==> config.mk <==
export PLATFORM = sky130hd
export DESIGN_NAME = complex_arith_unit
export DESIGN_NICKNAME = d
export VERILOG_FILES = /design/src/design/cau_pkg.sv /design/src/design/cau_datapath.sv /design/src/design/cau_ctrl.sv /design/src/design/complex_arith_unit.sv
export SDC_FILE = /design/constraint.sdc
export NUM_CORES = 2
export LEC_CHECK = 0
export BUFFER_PORTS_ARGS = -buffer_cell sky130_fd_sc_hd__buf_2
export CAP_MARGIN = 25
export CORE_ASPECT_RATIO = 0.75
export CORE_UTILIZATION = 26
export DETAILED_ROUTE_END_ITERATION = 10
export GPL_ROUTABILITY_DRIVEN = 0
export SLEW_MARGIN = 15
export SYNTH_ARGS = -nofsm -noshare
export SYNTH_HDL_FRONTEND = slang
export SYNTH_SLANG_ARGS = --single-unit
export TNS_END_PERCENT = 20
==> constraint.sdc <==
create_clock -name clock -period 17.7 [get_ports clock]
set_clock_uncertainty 0.2 [all_clocks]
set_input_delay 1.77 -clock clock [delete_from_list [all_inputs] [get_ports clock]]
set_output_delay 1.77 -clock clock [all_outputs]
set_load 0.02 [all_outputs]
==> src/design/cau_pkg.sv <==
package cau_pkg;

   // Number format and limits
   localparam int FRAC_BITS = 16;
   localparam int MAX_POWER = 16;
   localparam int DW        = 32;
   localparam int EXP_W     = 6;
   localparam int MODE_W    = 3;
   localparam int STAT_W    = 2;

   // Port widths
   localparam int REQ_DATA_W = 136;
   localparam int REQ_USER_W = 8;
   localparam int RSP_DATA_W = 64;
   localparam int RSP_USER_W = 8;

   // Datapath widths
   localparam int PROD_W    = 2 * DW;
   localparam int ACC_W     = PROD_W + 2;
   localparam int DEN_W     = PROD_W;
   localparam int DSH_W     = DEN_W + FRAC_BITS;
   localparam int DIV_STEPS = DSH_W;
   localparam int DCNT_W    = $clog2(DIV_STEPS + 1);
   localparam int Q_W       = DW + 2;
   localparam int PCNT_W    = $clog2(MAX_POWER + 1);

   // Operation modes
   localparam logic [MODE_W-1:0] MODE_ADD = 3'd0;
   localparam logic [MODE_W-1:0] MODE_SUB = 3'd1;
   localparam logic [MODE_W-1:0] MODE_MUL = 3'd2;
   localparam logic [MODE_W-1:0] MODE_DIV = 3'd3;
   localparam logic [MODE_W-1:0] MODE_POW = 3'd4;

   // Result status
   localparam logic [STAT_W-1:0] STAT_OK   = 2'd0;
   localparam logic [STAT_W-1:0] STAT_DZ   = 2'd1;
   localparam logic [STAT_W-1:0] STAT_OVF  = 2'd2;
   localparam logic [STAT_W-1:0] STAT_RSVD = 2'd3;

   // Multiplier operand pairs
   localparam logic [2:0] MUL_XR_YR = 3'd0;
   localparam logic [2:0] MUL_XI_YI = 3'd1;
   localparam logic [2:0] MUL_XR_YI = 3'd2;
   localparam logic [2:0] MUL_XI_YR = 3'd3;
   localparam logic [2:0] MUL_YR_YR = 3'd4;
   localparam logic [2:0] MUL_YI_YI = 3'd5;

   // Accumulator operations
   localparam logic [1:0] ACC_NONE = 2'd0;
   localparam logic [1:0] ACC_LOAD = 2'd1;
   localparam logic [1:0] ACC_ADD  = 2'd2;
   localparam logic [1:0] ACC_SUB  = 2'd3;

   // Constants
   localparam logic [DW-1:0] ONE_VAL = DW'(1) << FRAC_BITS;
   localparam logic [DW-1:0] MAX_VAL = {1'b0, {(DW-1){1'b1}}};
   localparam logic [DW-1:0] MIN_VAL = {1'b1, {(DW-1){1'b0}}};
   localparam logic [ACC_W:0] RND_POS = (ACC_W+1)'(1) << (FRAC_BITS - 1);
   localparam logic [ACC_W:0] RND_NEG = RND_POS - (ACC_W+1)'(1);
   localparam logic [Q_W:0]   LIM_NEG = (Q_W+1)'(1) << (DW - 1);
   localparam logic [Q_W:0]   LIM_POS = LIM_NEG - (Q_W+1)'(1);

   // Controller to datapath commands
   typedef struct packed {
      logic       load;
      logic [2:0] mul_sel;
      logic [1:0] acc_op;
      logic       den_we;
      logic       div_init;
      logic       div_step;
      logic       wr_re;
      logic       wr_im;
      logic       from_div;
      logic       addsub_we;
      logic       addsub_sub;
      logic       set_one;
      logic       pow_init;
      logic       pow_neg;
      logic       x_from_res;
      logic       y_from_res;
      logic       set_dz;
      logic       out_load;
   } cau_cmd_type;

   // Datapath to controller status
   typedef struct packed {
      logic acc_zero;
      logic out_busy;
   } cau_stat_type;

endpackage

==> src/design/cau_datapath.sv <==
module cau_datapath (
   input  logic                          clock,
   input  logic                          reset,
   input  cau_pkg::cau_cmd_type          cmd,
   output cau_pkg::cau_stat_type         stat,
   input  logic [cau_pkg::DW-1:0]        a_re,
   input  logic [cau_pkg::DW-1:0]        a_im,
   input  logic [cau_pkg::DW-1:0]        b_re,
   input  logic [cau_pkg::DW-1:0]        b_im,
   output logic                          rsp_tvalid,
   input  logic                          rsp_tready,
   output logic [cau_pkg::RSP_DATA_W-1:0] rsp_tdata,  // res_re, res_im
   output logic [cau_pkg::RSP_USER_W-1:0] rsp_tuser   // status
);
   import cau_pkg::*;

   logic signed [DW-1:0] xr_ff, xr_in, xi_ff, xi_in, yr_ff, yr_in, yi_ff, yi_in;
   logic signed [DW-1:0] rr_ff, rr_in, ri_ff, ri_in;
   logic                 ovf_ff, ovf_in, dz_ff, dz_in;
   logic signed [DW-1:0] op_a, op_b;
   logic signed [PROD_W-1:0] prod_ff, prod_in;
   logic signed [ACC_W-1:0]  acc_ff, acc_in, prod_ext;
   logic [DEN_W-1:0]     den_ff, den_in;
   logic [DEN_W-1:0]     rem_ff, rem_in;
   logic [DSH_W-1:0]     dsh_ff, dsh_in;
   logic [Q_W-1:0]       q_ff, q_in;
   logic                 big_ff, big_in, neg_ff, neg_in;
   logic [DW-1:0]        ore_ff, ore_in, oim_ff, oim_in;
   logic [STAT_W-1:0]    ost_ff, ost_in;
   logic                 ov_ff, ov_in;

   // Rounding of the accumulator
   logic [ACC_W:0]              rnd_sum;
   logic [ACC_W-FRAC_BITS:0]    rnd_q;
   logic [ACC_W-FRAC_BITS-DW+1:0] rnd_hi;
   logic                        mul_ovf;
   logic [DW-1:0]               mul_val;

   // Division
   logic [DEN_W:0]   dtry, dsub, rem2;
   logic             dge, rup;
   logic [Q_W:0]     qr;
   logic             div_ovf;
   logic [DW-1:0]    div_val;
   logic [ACC_W-1:0] acc_abs;

   // Add / subtract
   logic signed [DW:0] as_re, as_im;
   logic               as_re_ovf, as_im_ovf;
   logic [DW-1:0]      as_re_val, as_im_val;

   logic wr_ovf;

   // Shared multiplier operand select
   always_comb begin
      unique case (cmd.mul_sel)
         MUL_XR_YR: begin op_a = xr_ff; op_b = yr_ff; end
         MUL_XI_YI: begin op_a = xi_ff; op_b = yi_ff; end
         MUL_XR_YI: begin op_a = xr_ff; op_b = yi_ff; end
         MUL_XI_YR: begin op_a = xi_ff; op_b = yr_ff; end
         MUL_YR_YR: begin op_a = yr_ff; op_b = yr_ff; end
         MUL_YI_YI: begin op_a = yi_ff; op_b = yi_ff; end
         default:   begin op_a = '0;    op_b = '0;    end
      endcase
   end
   assign prod_in  = op_a * op_b;
   assign prod_ext = {{(ACC_W-PROD_W){prod_ff[PROD_W-1]}}, prod_ff};

   // Accumulator
   always_comb begin
      unique case (cmd.acc_op)
         ACC_LOAD: acc_in = prod_ext;
         ACC_ADD:  acc_in = acc_ff + prod_ext;
         ACC_SUB:  acc_in = acc_ff - prod_ext;
         default:  acc_in = acc_ff;
      endcase
   end

   // Round half away from zero, then saturate
   always_comb begin
      rnd_sum = {acc_ff[ACC_W-1], acc_ff} + (acc_ff[ACC_W-1] ? RND_NEG : RND_POS);
      rnd_q   = rnd_sum[ACC_W:FRAC_BITS];
      rnd_hi  = rnd_q[ACC_W-FRAC_BITS:DW-1];
      mul_ovf = !((&rnd_hi) || !(|rnd_hi));
      mul_val = mul_ovf ? (rnd_sum[ACC_W] ? MIN_VAL : MAX_VAL) : rnd_q[DW-1:0];
   end

   // Restoring divider step and final rounding
   always_comb begin
      dtry    = {rem_ff, dsh_ff[DSH_W-1]};
      dsub    = dtry - {1'b0, den_ff};
      dge     = dtry >= {1'b0, den_ff};
      rem2    = {rem_ff, 1'b0};
      rup     = rem2 >= {1'b0, den_ff};
      qr      = {1'b0, q_ff} + (Q_W+1)'(rup);
      div_ovf = big_ff || (neg_ff ? (qr > LIM_NEG) : (qr > LIM_POS));
      div_val = div_ovf ? (neg_ff ? MIN_VAL : MAX_VAL)
                        : (neg_ff ? -qr[DW-1:0] : qr[DW-1:0]);
      acc_abs = acc_ff[ACC_W-1] ? -acc_ff : acc_ff;
   end

   // Saturating add / subtract
   always_comb begin
      as_re     = cmd.addsub_sub ? (xr_ff - yr_ff) : (xr_ff + yr_ff);
      as_im     = cmd.addsub_sub ? (xi_ff - yi_ff) : (xi_ff + yi_ff);
      as_re_ovf = as_re[DW] != as_re[DW-1];
      as_im_ovf = as_im[DW] != as_im[DW-1];
      as_re_val = as_re_ovf ? (as_re[DW] ? MIN_VAL : MAX_VAL) : as_re[DW-1:0];
      as_im_val = as_im_ovf ? (as_im[DW] ? MIN_VAL : MAX_VAL) : as_im[DW-1:0];
   end

   // Operand and result registers
   always_comb begin
      xr_in  = xr_ff;  xi_in = xi_ff;  yr_in = yr_ff;  yi_in = yi_ff;
      rr_in  = rr_ff;  ri_in = ri_ff;
      ovf_in = ovf_ff; dz_in = dz_ff;
      wr_ovf = cmd.from_div ? div_ovf : mul_ovf;
      if (cmd.load) begin
         xr_in = a_re; xi_in = a_im; yr_in = b_re; yi_in = b_im;
         rr_in = '0;   ri_in = '0;
         ovf_in = 1'b0; dz_in = 1'b0;
      end
      if (cmd.pow_init) begin
         yr_in = xr_ff; yi_in = xi_ff;
         rr_in = xr_ff; ri_in = xi_ff;
         if (cmd.pow_neg) begin
            xr_in = ONE_VAL; xi_in = '0;
         end
      end
      if (cmd.set_one) begin
         rr_in = ONE_VAL; ri_in = '0;
      end
      if (cmd.addsub_we) begin
         rr_in  = as_re_val; ri_in = as_im_val;
         ovf_in = ovf_ff | as_re_ovf | as_im_ovf;
      end
      if (cmd.wr_re) begin
         rr_in  = cmd.from_div ? div_val : mul_val;
         ovf_in = ovf_ff | wr_ovf;
      end
      if (cmd.wr_im) begin
         ri_in  = cmd.from_div ? div_val : mul_val;
         ovf_in = ovf_ff | wr_ovf;
      end
      if (cmd.x_from_res) begin
         xr_in = rr_ff; xi_in = ri_ff;
      end
      if (cmd.y_from_res) begin
         yr_in = rr_ff; yi_in = ri_ff;
      end
      if (cmd.set_dz) begin
         dz_in = 1'b1;
      end
   end

   // Divider registers
   always_comb begin
      den_in = cmd.den_we ? acc_ff[DEN_W-1:0] : den_ff;
      rem_in = rem_ff; dsh_in = dsh_ff; q_in = q_ff; big_in = big_ff; neg_in = neg_ff;
      if (cmd.div_init) begin
         neg_in = acc_ff[ACC_W-1];
         dsh_in = {acc_abs[DEN_W-1:0], FRAC_BITS'(0)};
         rem_in = '0;
         q_in   = '0;
         big_in = 1'b0;
      end else if (cmd.div_step) begin
         rem_in = dge ? dsub[DEN_W-1:0] : dtry[DEN_W-1:0];
         dsh_in = {dsh_ff[DSH_W-2:0], 1'b0};
         q_in   = {q_ff[Q_W-2:0], dge};
         big_in = big_ff | q_ff[Q_W-1];
      end
   end

   // Output register
   always_comb begin
      ore_in = ore_ff; oim_in = oim_ff; ost_in = ost_ff; ov_in = ov_ff;
      if (rsp_tready) begin
         ov_in = 1'b0;
      end
      if (cmd.out_load) begin
         ov_in  = 1'b1;
         ore_in = dz_ff ? '0 : rr_ff;
         oim_in = dz_ff ? '0 : ri_ff;
         ost_in = dz_ff ? STAT_DZ : (ovf_ff ? STAT_OVF : STAT_OK);
      end
   end

   always_ff @(posedge clock) begin
      if (reset) begin
         ov_ff  <= 1'b0;
         ovf_ff <= 1'b0;
         dz_ff  <= 1'b0;
      end else begin
         ov_ff  <= ov_in;
         ovf_ff <= ovf_in;
         dz_ff  <= dz_in;
      end
   end

   always_ff @(posedge clock) begin
      xr_ff   <= xr_in;  xi_ff <= xi_in;  yr_ff <= yr_in;  yi_ff <= yi_in;
      rr_ff   <= rr_in;  ri_ff <= ri_in;
      prod_ff <= prod_in;
      acc_ff  <= acc_in;
      den_ff  <= den_in;
      rem_ff  <= rem_in; dsh_ff <= dsh_in; q_ff <= q_in;
      big_ff  <= big_in; neg_ff <= neg_in;
      ore_ff  <= ore_in; oim_ff <= oim_in; ost_ff <= ost_in;
   end

   assign stat.acc_zero = (acc_ff == '0);
   assign stat.out_busy = ov_ff && !rsp_tready;
   assign rsp_tvalid    = ov_ff;
   assign rsp_tdata     = {oim_ff, ore_ff};
   assign rsp_tuser     = {(RSP_USER_W-STAT_W)'(0), ost_ff};

endmodule

==> src/design/cau_ctrl.sv <==
module cau_ctrl (
   input  logic                          clock,
   input  logic                          reset,
   input  logic                          req_tvalid,
   output logic                          req_tready,
   input  logic [cau_pkg::MODE_W-1:0]    mode,
   input  logic [cau_pkg::EXP_W-1:0]     exponent,
   input  cau_pkg::cau_stat_type         stat,
   output cau_pkg::cau_cmd_type          cmd
);
   import cau_pkg::*;

   localparam logic [4:0] S_IDLE   = 5'd0;
   localparam logic [4:0] S_ADDSUB = 5'd1;
   localparam logic [4:0] S_POWI   = 5'd2;
   localparam logic [4:0] S_MCHK   = 5'd3;
   localparam logic [4:0] S_M0     = 5'd4;
   localparam logic [4:0] S_M1     = 5'd5;
   localparam logic [4:0] S_M2     = 5'd6;
   localparam logic [4:0] S_M3     = 5'd7;
   localparam logic [4:0] S_M4     = 5'd8;
   localparam logic [4:0] S_M5     = 5'd9;
   localparam logic [4:0] S_D0     = 5'd10;
   localparam logic [4:0] S_D1     = 5'd11;
   localparam logic [4:0] S_D2     = 5'd12;
   localparam logic [4:0] S_D3     = 5'd13;
   localparam logic [4:0] S_N0     = 5'd14;
   localparam logic [4:0] S_N1     = 5'd15;
   localparam logic [4:0] S_N2     = 5'd16;
   localparam logic [4:0] S_N3     = 5'd17;
   localparam logic [4:0] S_DIV    = 5'd18;
   localparam logic [4:0] S_DFIN   = 5'd19;
   localparam logic [4:0] S_RCP    = 5'd20;
   localparam logic [4:0] S_DONE   = 5'd21;

   logic [4:0]        state_ff, state_in;
   logic [MODE_W-1:0] mode_ff, mode_in;
   logic [EXP_W-1:0]  exp_ff, exp_in;
   logic [PCNT_W-1:0] pcnt_ff, pcnt_in;
   logic [DCNT_W-1:0] dcnt_ff, dcnt_in;
   logic              part_ff, part_in, recip_ff, recip_in;
   logic              e_neg;
   logic [EXP_W-1:0]  e_abs, e_mag;

   // Clamped exponent magnitude
   always_comb begin
      e_neg = exp_ff[EXP_W-1];
      e_abs = e_neg ? -exp_ff : exp_ff;
      e_mag = (e_abs > EXP_W'(MAX_POWER)) ? EXP_W'(MAX_POWER) : e_abs;
   end

   // Sequencer
   always_comb begin
      state_in   = state_ff;
      mode_in    = mode_ff;
      exp_in     = exp_ff;
      pcnt_in    = pcnt_ff;
      dcnt_in    = dcnt_ff;
      part_in    = part_ff;
      recip_in   = recip_ff;
      cmd        = '0;
      req_tready = 1'b0;
      unique case (state_ff)
         S_IDLE: begin
            req_tready = 1'b1;
            if (req_tvalid) begin
               cmd.load = 1'b1;
               mode_in  = mode;
               exp_in   = exponent;
               part_in  = 1'b0;
               recip_in = 1'b0;
               unique case (mode)
                  MODE_ADD, MODE_SUB: state_in = S_ADDSUB;
                  MODE_MUL:           state_in = S_M0;
                  MODE_DIV:           state_in = S_D0;
                  MODE_POW:           state_in = S_POWI;
                  default:            state_in = S_DONE;
               endcase
            end
         end
         S_ADDSUB: begin
            cmd.addsub_we  = 1'b1;
            cmd.addsub_sub = (mode_ff == MODE_SUB);
            state_in       = S_DONE;
         end
         S_POWI: begin
            if (e_mag == '0) begin
               cmd.set_one = 1'b1;
               state_in    = S_DONE;
            end else begin
               cmd.pow_init = 1'b1;
               cmd.pow_neg  = e_neg;
               pcnt_in      = PCNT_W'(e_mag - EXP_W'(1));
               recip_in     = e_neg;
               state_in     = e_neg ? S_D0 : S_MCHK;
            end
         end
         S_MCHK: begin
            cmd.x_from_res = 1'b1;
            if (pcnt_ff == '0) begin
               state_in = S_DONE;
            end else begin
               pcnt_in  = pcnt_ff - PCNT_W'(1);
               state_in = S_M0;
            end
         end
         // Complex multiply: four products through one multiplier
         S_M0: begin
            cmd.mul_sel = MUL_XR_YR;
            state_in    = S_M1;
         end
         S_M1: begin
            cmd.acc_op  = ACC_LOAD;
            cmd.mul_sel = MUL_XI_YI;
            state_in    = S_M2;
         end
         S_M2: begin
            cmd.acc_op  = ACC_SUB;
            cmd.mul_sel = MUL_XR_YI;
            state_in    = S_M3;
         end
         S_M3: begin
            cmd.wr_re   = 1'b1;
            cmd.acc_op  = ACC_LOAD;
            cmd.mul_sel = MUL_XI_YR;
            state_in    = S_M4;
         end
         S_M4: begin
            cmd.acc_op = ACC_ADD;
            state_in   = S_M5;
         end
         S_M5: begin
            cmd.wr_im = 1'b1;
            state_in  = (mode_ff == MODE_POW) ? S_MCHK : S_DONE;
         end
         // Divisor |y|^2
         S_D0: begin
            cmd.mul_sel = MUL_YR_YR;
            state_in    = S_D1;
         end
         S_D1: begin
            cmd.acc_op  = ACC_LOAD;
            cmd.mul_sel = MUL_YI_YI;
            state_in    = S_D2;
         end
         S_D2: begin
            cmd.acc_op = ACC_ADD;
            state_in   = S_D3;
         end
         S_D3: begin
            cmd.den_we = 1'b1;
            if (stat.acc_zero) begin
               cmd.set_dz = 1'b1;
               state_in   = S_DONE;
            end else begin
               part_in  = 1'b0;
               state_in = S_N0;
            end
         end
         // Numerator of the real or imaginary part
         S_N0: begin
            cmd.mul_sel = part_ff ? MUL_XI_YR : MUL_XR_YR;
            state_in    = S_N1;
         end
         S_N1: begin
            cmd.acc_op  = ACC_LOAD;
            cmd.mul_sel = part_ff ? MUL_XR_YI : MUL_XI_YI;
            state_in    = S_N2;
         end
         S_N2: begin
            cmd.acc_op = part_ff ? ACC_SUB : ACC_ADD;
            state_in   = S_N3;
         end
         S_N3: begin
            cmd.div_init = 1'b1;
            dcnt_in      = DCNT_W'(DIV_STEPS);
            state_in     = S_DIV;
         end
         S_DIV: begin
            cmd.div_step = 1'b1;
            dcnt_in      = dcnt_ff - DCNT_W'(1);
            if (dcnt_ff == DCNT_W'(1)) begin
               state_in = S_DFIN;
            end
         end
         S_DFIN: begin
            cmd.from_div = 1'b1;
            cmd.wr_re    = !part_ff;
            cmd.wr_im    = part_ff;
            if (!part_ff) begin
               part_in  = 1'b1;
               state_in = S_N0;
            end else begin
               state_in = recip_ff ? S_RCP : S_DONE;
            end
         end
         S_RCP: begin
            cmd.y_from_res = 1'b1;
            state_in       = S_MCHK;
         end
         S_DONE: begin
            if (!stat.out_busy) begin
               cmd.out_load = 1'b1;
               state_in     = S_IDLE;
            end
         end
         default: begin
            state_in = S_IDLE;
         end
      endcase
   end

   always_ff @(posedge clock) begin
      if (reset) begin
         state_ff <= S_IDLE;
      end else begin
         state_ff <= state_in;
      end
   end

   always_ff @(posedge clock) begin
      mode_ff  <= mode_in;
      exp_ff   <= exp_in;
      pcnt_ff  <= pcnt_in;
      dcnt_ff  <= dcnt_in;
      part_ff  <= part_in;
      recip_ff <= recip_in;
   end

endmodule

==> src/design/complex_arith_unit.sv <==
// Divide runs two 80-step restoring divisions, one per result part; a power
// with positive exponent n repeats the complex multiply n-1 times, and a
// negative one first forms the reciprocal by division; exponent zero gives one.
// One item at a time; a finished result waits in the output register while the
// next item is accepted. Throughput set by the shared multiplier and divider.
// Synchronous active-high reset returns the controller to idle with no output.
module complex_arith_unit (
   input  logic                           clock,
   input  logic                           reset,
   input  logic                           req_tvalid,
   output logic                           req_tready,
   // a_re, a_im, b_re, b_im, exponent
   input  logic [cau_pkg::REQ_DATA_W-1:0] req_tdata,
   // mode
   input  logic [cau_pkg::REQ_USER_W-1:0] req_tuser,
   output logic                           rsp_tvalid,
   input  logic                           rsp_tready,
   // res_re, res_im
   output logic [cau_pkg::RSP_DATA_W-1:0] rsp_tdata,
   // status
   output logic [cau_pkg::RSP_USER_W-1:0] rsp_tuser
);
   import cau_pkg::*;

   cau_cmd_type  cmd;
   cau_stat_type stat;

   cau_ctrl u_ctrl (
      .clock      (clock),
      .reset      (reset),
      .req_tvalid (req_tvalid),
      .req_tready (req_tready),
      .mode       (req_tuser[MODE_W-1:0]),
      .exponent   (req_tdata[4*DW +: EXP_W]),
      .stat       (stat),
      .cmd        (cmd)
   );

   cau_datapath u_dp (
      .clock      (clock),
      .reset      (reset),
      .cmd        (cmd),
      .stat       (stat),
      .a_re       (req_tdata[0*DW +: DW]),
      .a_im       (req_tdata[1*DW +: DW]),
      .b_re       (req_tdata[2*DW +: DW]),
      .b_im       (req_tdata[3*DW +: DW]),
      .rsp_tvalid (rsp_tvalid),
      .rsp_tready (rsp_tready),
      .rsp_tdata  (rsp_tdata),
      .rsp_tuser  (rsp_tuser)
   );

endmodule

== After elaboration in Yosys (flattened, before gate mapping) ==
Cells that the tools add are included.

* Reductions and logical operators: 39
* $mul: 1
* Mux-type cells: 100
* Bitwise logic cells: 4
* Order comparisons: 5
* Eq/ne operators: 44
* Add/subtract/negate cells: 15

{| class="wikitable"
|+ Operators by type and width
! kind !! count
|-
| $mux W32 || 33
|-
| $pmux W66 S3 || 1
|-
| $mux W80 || 2
|-
| $ge A65 B64 Y1 || 2
|-
| $mux W64 || 2
|-
| $pmux W32 S4 || 1
|-
| $pmux W5 S22 || 1
|-
| $add A66 B17 Y67 || 1
|-
| $add A32 B32 Y33 || 2
|-
| $add A66 B64 Y66 || 1
|-
| $logic_not A66 Y1 || 1
|-
| $mux W33 || 2
|-
| $sub A32 B32 Y33 || 2
|-
| $sub A66 B64 Y66 || 1
|-
| $mul A32 B32 Y64 || 1
|-
| $neg A64 Y64 || 1
|-
| $pmux W32 S2 || 1
|-
| $sub A64 B64 Y64 || 1
|-
| $mux W5 || 10
|-
| $eq A5 B4 Y1 const B || 8
|-
| $add A34 B1 Y35 || 1
|-
| $gt A35 B31 Y1 const B || 1
|-
| $gt A35 B32 Y1 const B || 1
|-
| $neg A32 Y32 || 1
|-
| 48 further kinds || 130
|}

* Bits in registers: 647
* Word-level logic and storage cells: 235
* Output and inout port bits: 74
* Input bits: 148

== Logic depth before layout (Yosys ltp) ==
* Word-level depth: 11
* Mapped depth: 40
* Depth with buffers taken out: 36

== Modules after synthesis ==
A second synthesis with hierarchy kept.

* Cell total of the unflattened synthesis: 9405
* Area total of the unflattened synthesis: 82764.4 um^2

{| class="wikitable"
|+ By module, submodules not included
! module !! instances !! cells each !! area an instance (um^2) !! sequential area each (um^2)
|-
| cau_datapath || 1 || 9153 || 80611.1 || 16285.6
|-
| cau_ctrl || 1 || 252 || 2153.3 || 790.8
|}

== Worst setup path after synthesis ==
Ideal clock, no wire load.

* Path type: register -> register
* Start point: register u_ctrl.state_ff[2]
* End point: register u_dp.prod_ff[62]
* Buffers on the path: 5
* Path slack: 7.470 ns
* Cell stages (with the launch flop): 36
* Required time: 17.377 ns
* Setup time: 0.123 ns
* Period minus slack after synthesis: 10.230 ns
* Data arrival time: 9.907 ns
* Cells stage by stage: dfxtp_1 -> clkbuf_1 -> clkbuf_1 -> nand2_1 -> o21ai_0 -> a22oi_1 -> nor2_1 -> buf_1 -> buf_1 -> mux2i_1 -> clkbuf_1 -> nor2_1 -> fa_1 -> inv_1 -> fa_1 -> inv_1 -> fa_1 -> fa_1 -> fa_1 -> fa_1 -> fa_1 -> inv_1 -> fa_1 -> inv_1 -> ha_1 -> a21oi_1 -> nand2_1 -> o21ai_0 -> o21bai_1 -> a221oi_1 -> o21ai_0 -> a41oi_1 -> a211oi_1 -> a211oi_1 -> a21oi_1 -> xor2_1

* Word-level cells in the longest chain between the ends: 6
* Elaborated cells between the ends (all ways): 21
* Those cells by class: mul (1); eq/ne (12); mux (3); reduce/logical (5)

{| class="wikitable"
|+ RTL lines
! item !! RTL line !! source
|-
| start, declared || cau_ctrl.sv:36 || <nowiki>logic [4:0] state_ff, state_in;</nowiki>
|-
| start signal, assigned || cau_ctrl.sv:217 || <nowiki>state_ff <= state_in;</nowiki>
|-
| $eq A5 B4 Y1 or $eq A5 B3 Y1 (tied branches) || cau_ctrl.sv:63 || <nowiki>unique case (state_ff)</nowiki>
|-
| $pmux W3 S7 * || cau_ctrl.sv:63 ||
|-
| $eq A3 B1 Y1 (tied with other cells) || cau_datapath.sv:56 || <nowiki>unique case (cmd.mul_sel)</nowiki>
|-
| $reduce_or A2 Y1 (no source line) or $reduce_or A3 Y1 (tied branches) || -- ||
|-
| $pmux W32 S4 or $pmux W32 S2 (tied branches) || cau_datapath.sv:56 ||
|-
| $mul A32 B32 Y64 * || cau_datapath.sv:66 || <nowiki>assign prod_in = op_a * op_b;</nowiki>
|-
| named net u_dp.prod_in[62] || cau_datapath.sv:21 || <nowiki>logic signed [PROD_W-1:0] prod_ff, prod_in;</nowiki>
|-
| end signal, assigned || cau_datapath.sv:203 || <nowiki>prod_ff <= prod_in;</nowiki>
|-
| end, declared || cau_datapath.sv:21 ||
|}

Mark *: on every way through the listed nets, which the timed path passes. The rest lies on a longest branch.
A chain may end at the register's enable or synchronous reset.

== Final worst setup path ==
* Start point: register u_ctrl.state_ff[1]
* End point: register u_dp.prod_ff[62]

Same word-level chain as after synthesis.

==> results.json <==
{
  "status": "finished clean",
  "slew_viol_final": 0,
  "cpLargestDelayFamily": "adder cells",
  "synthMostInstantiatedCell": "inv_1",
  "slowest_delay_ps": 730,
  "holdCritStartpoint": "u_dp.rem_ff[3]",
  "core-area_sq_um": 311000,
  "critPathMostFrequentCell": "fa_1",
  "clockRootBuffer": "clkbuf_16",
  "slew_headroom_pct": 13.3,
  "die_w_um": 649,
  "yosys-top-cells-area": "fa_1, edfxtp_1, ha_1",
  "synthDistinctLibCells": 88,
  "layout-drive-gt1-share_pct": 7.10,
  "cts_buffers": 61,
  "grt_antenna_before_repair": 17,
  "synth_top_area_share_pct": 26.7,
  "synth.top_cells.by_count": "inv_1, nand2_1, fa_1",
  "die-area_sq_um": 316000,
  "postSynth.asyncResetShare_pct": 0,
  "fin_crit_sh_pct": 69.8,
  "drc_errors": 0,
  "clkSlewWorstSetupHoldPaths_ps": 70,
  "grt_pass1_wl_um": 450000,
  "drtAntennaViolNets": 0,
  "dp_hpwl_um": 237000,
  "cts_resized": 0,
  "grt_max_degree": 96,
  "critPathBufInv": 10,
  "clk_latency_ps": 740,
  "tns_ps": 0,
  "synthToLayoutAreaGrowth_pct": 10.2,
  "synthCells": 9293,
  "wl_per_cell_um": 22.7,
  "cp.arrival_ps": 12770,
  "worstReg2RegStart": "u_ctrl.state_ff[1]",
  "overflow": 0,
  "hold_end": "u_dp.rem_ff[3]",
  "reg2reg_to": "u_dp.prod_ff[62]",
  "end_kind": "flop",
  "tritoncts": "done",
  "reg2regPathDepth": 36,
  "setup_viol": 0,
  "rsz0062_at_grt": "no",
  "synth_ff_type": "edfxtp_1",
  "cts_hold_buffers": 0,
  "path_max_fanout": 50,
  "ys_warn_count": 0,
  "grt_pass1_vias": 66500,
  "yosysTopAreaCell": "fa_1",
  "avgSynthCellArea_sq_um": 8.77,
  "die_h_um": 487,
  "synth-edff-count": 412,
  "synth_seq_cells": 647,
  "initial_core_util_pct": 26.2,
  "postCtsSetupRepairBufs": 0,
  "first_pass_iters": 8,
  "path_class": "flop to flop",
  "crit_path_start_kind": "flop",
  "finalHoldViolations": 0,
  "min_path_cells": 2,
  "num_vias": 70100,
  "vias_per_cell": 5.21,
  "fin_nets": 10900,
  "clock-sinks": 647,
  "r2r_setup_slack_ps": 5350,
  "worst_path_max_delay_cell": "dfxtp_1",
  "fmax_mhz": 81.0,
  "wl_um": 305000,
  "io_pins": 222,
  "drv_cap": 0,
  "num_rows": 177,
  "ys_seq_area_share_pct": 21.0,
  "cts_max_path_buffers": 3,
  "hp-class": "flop to flop",
  "worst_slew_pin_slew_ps": 1290,
  "cts-htree-levels": 2,
  "grt_usage_pct": 19.0,
  "synthesis.area_sq_um": 81500,
  "worstPathRequired_ps": 18120,
  "post-route-min-period_ps": 12350,
  "io_buffers": 208,
  "drt-initial-drc-count": 9066
}
## layout by cell type (no fill, tap or decap), types with 43 or more instances in the layout
master / count
o211ai_1: 59
fa_1: 1086
o21bai_1: 51
a31oi_1: 53
o21ai_0: 509
o31ai_1: 53
ha_1: 404
nor2_1: 801
o21a_1: 43
nor3_1: 95
edfxtp_1: 412
clkbuf_16: 62
a21oi_1: 415
buf_2: 208
and3_1: 68
a211oi_1: 55
a21o_1: 189
a22o_1: 49
nand3_1: 132
and2_1: 51
dfxtp_1: 234
nand4_1: 87
xor2_1: 247
xnor2_1: 268
buf_4: 170
nand2b_1: 52
mux2i_1: 150
nand2_1: 1225
nor2b_1: 95
inv_1: 1302
## flip-flops by register name, indices dropped and copies added, names as in the netlist, 2 cells and up
name             count
u_dp.ri_ff          32
u_dp.acc_ff         66
u_dp.xr_ff          32
u_ctrl.dcnt_ff       7
u_dp.ore_ff         32
u_dp.ost_ff          2
u_ctrl.exp_ff        6
u_dp.xi_ff          32
u_dp.oim_ff         32
u_dp.q_ff           34
u_dp.prod_ff        64
u_ctrl.pcnt_ff       5
u_dp.yr_ff          32
u_dp.rem_ff         64
u_dp.yi_ff          32
u_ctrl.mode_ff       3
u_dp.dsh_ff         64
u_ctrl.state_ff      5
u_dp.den_ff         64
u_dp.rr_ff          32
## how the worst max path moves through the flow
stage,end,slack [ps],cells past startpoint,start
2_1_floorplan,u_dp.prod_ff[62],7470,35,u_ctrl.state_ff[2]
4_1_cts,u_dp.prod_ff[62],5270,35,u_ctrl.state_ff[1]
3_3_place_gp,u_dp.prod_ff[62],5390,35,u_ctrl.state_ff[1]
6_report,u_dp.prod_ff[62],5350,36,u_ctrl.state_ff[1]
3_5_place_dp,u_dp.prod_ff[62],5380,35,u_ctrl.state_ff[1]
5_1_grt,u_dp.prod_ff[62],4640,33,u_ctrl.state_ff[1]
## final cells by class
cell class / instances / area, sq um
Clock buffer: 77 / 1640
Fill cell: 33100 / 221000
Multi-Input combinational cell: 6849 / 58200
Antenna cell: 16 / 40.0
Tap cell: 4117 / 5150
Sequential cell: 647 / 17100
Timing Repair Buffer: 389 / 2450
Clock inverter: 39 / 398
Inverter: 1308 / 4910
## logic make-up after synthesis
family | after synthesis | synth area share, %
AO/OA/AOI/OAI | 1817 | 14.5
XOR/XNOR | 518 | 5.57
adder cells (fa/ha/maj) | 1490 | 32.9
buffers and inverters | 1802 | 8.34
flip-flops | 647 | 21.0
multiplexers | 200 | 2.51
other | 1 | 0.00460
AND/OR/NAND/NOR | 2818 | 15.3
## tightest hold or removal path, delay by kind of cell (launching register included)
family | cells | cell delay (ps)
compound gates | 1 | 50
simple gates | 1 | 60
flops | 1 | 330
## stage by stage
stage,area [sq um],utilization (%),std cells,hold slack [ps],worst slack [ps]
after floorplan,81500,-,9298,246,7470
after global placement,87600,28.2,13300,266,5390
after detailed placement,87600,28.2,13300,269,5380
after CTS,89600,28.8,13400,280,5270
after global routing,89800,28.9,13400,311,4640
final,89800,28.9,13400,281,5350
## per-layer routing
metal	wire [um]	part of all wire [%]	up-vias	GRT usage, %
met4	13200	4.3	26	6.41
met3	45200	15	618	7.11
met5	480	0.16	-	0.674
met1	132000	43	34600	27.8
li1	-	-	30700	-
met2	114000	37	4095	25.0
Power is not shown: default switching activity piles up to over one toggle a cycle in this logic, so the estimate is an artifact.
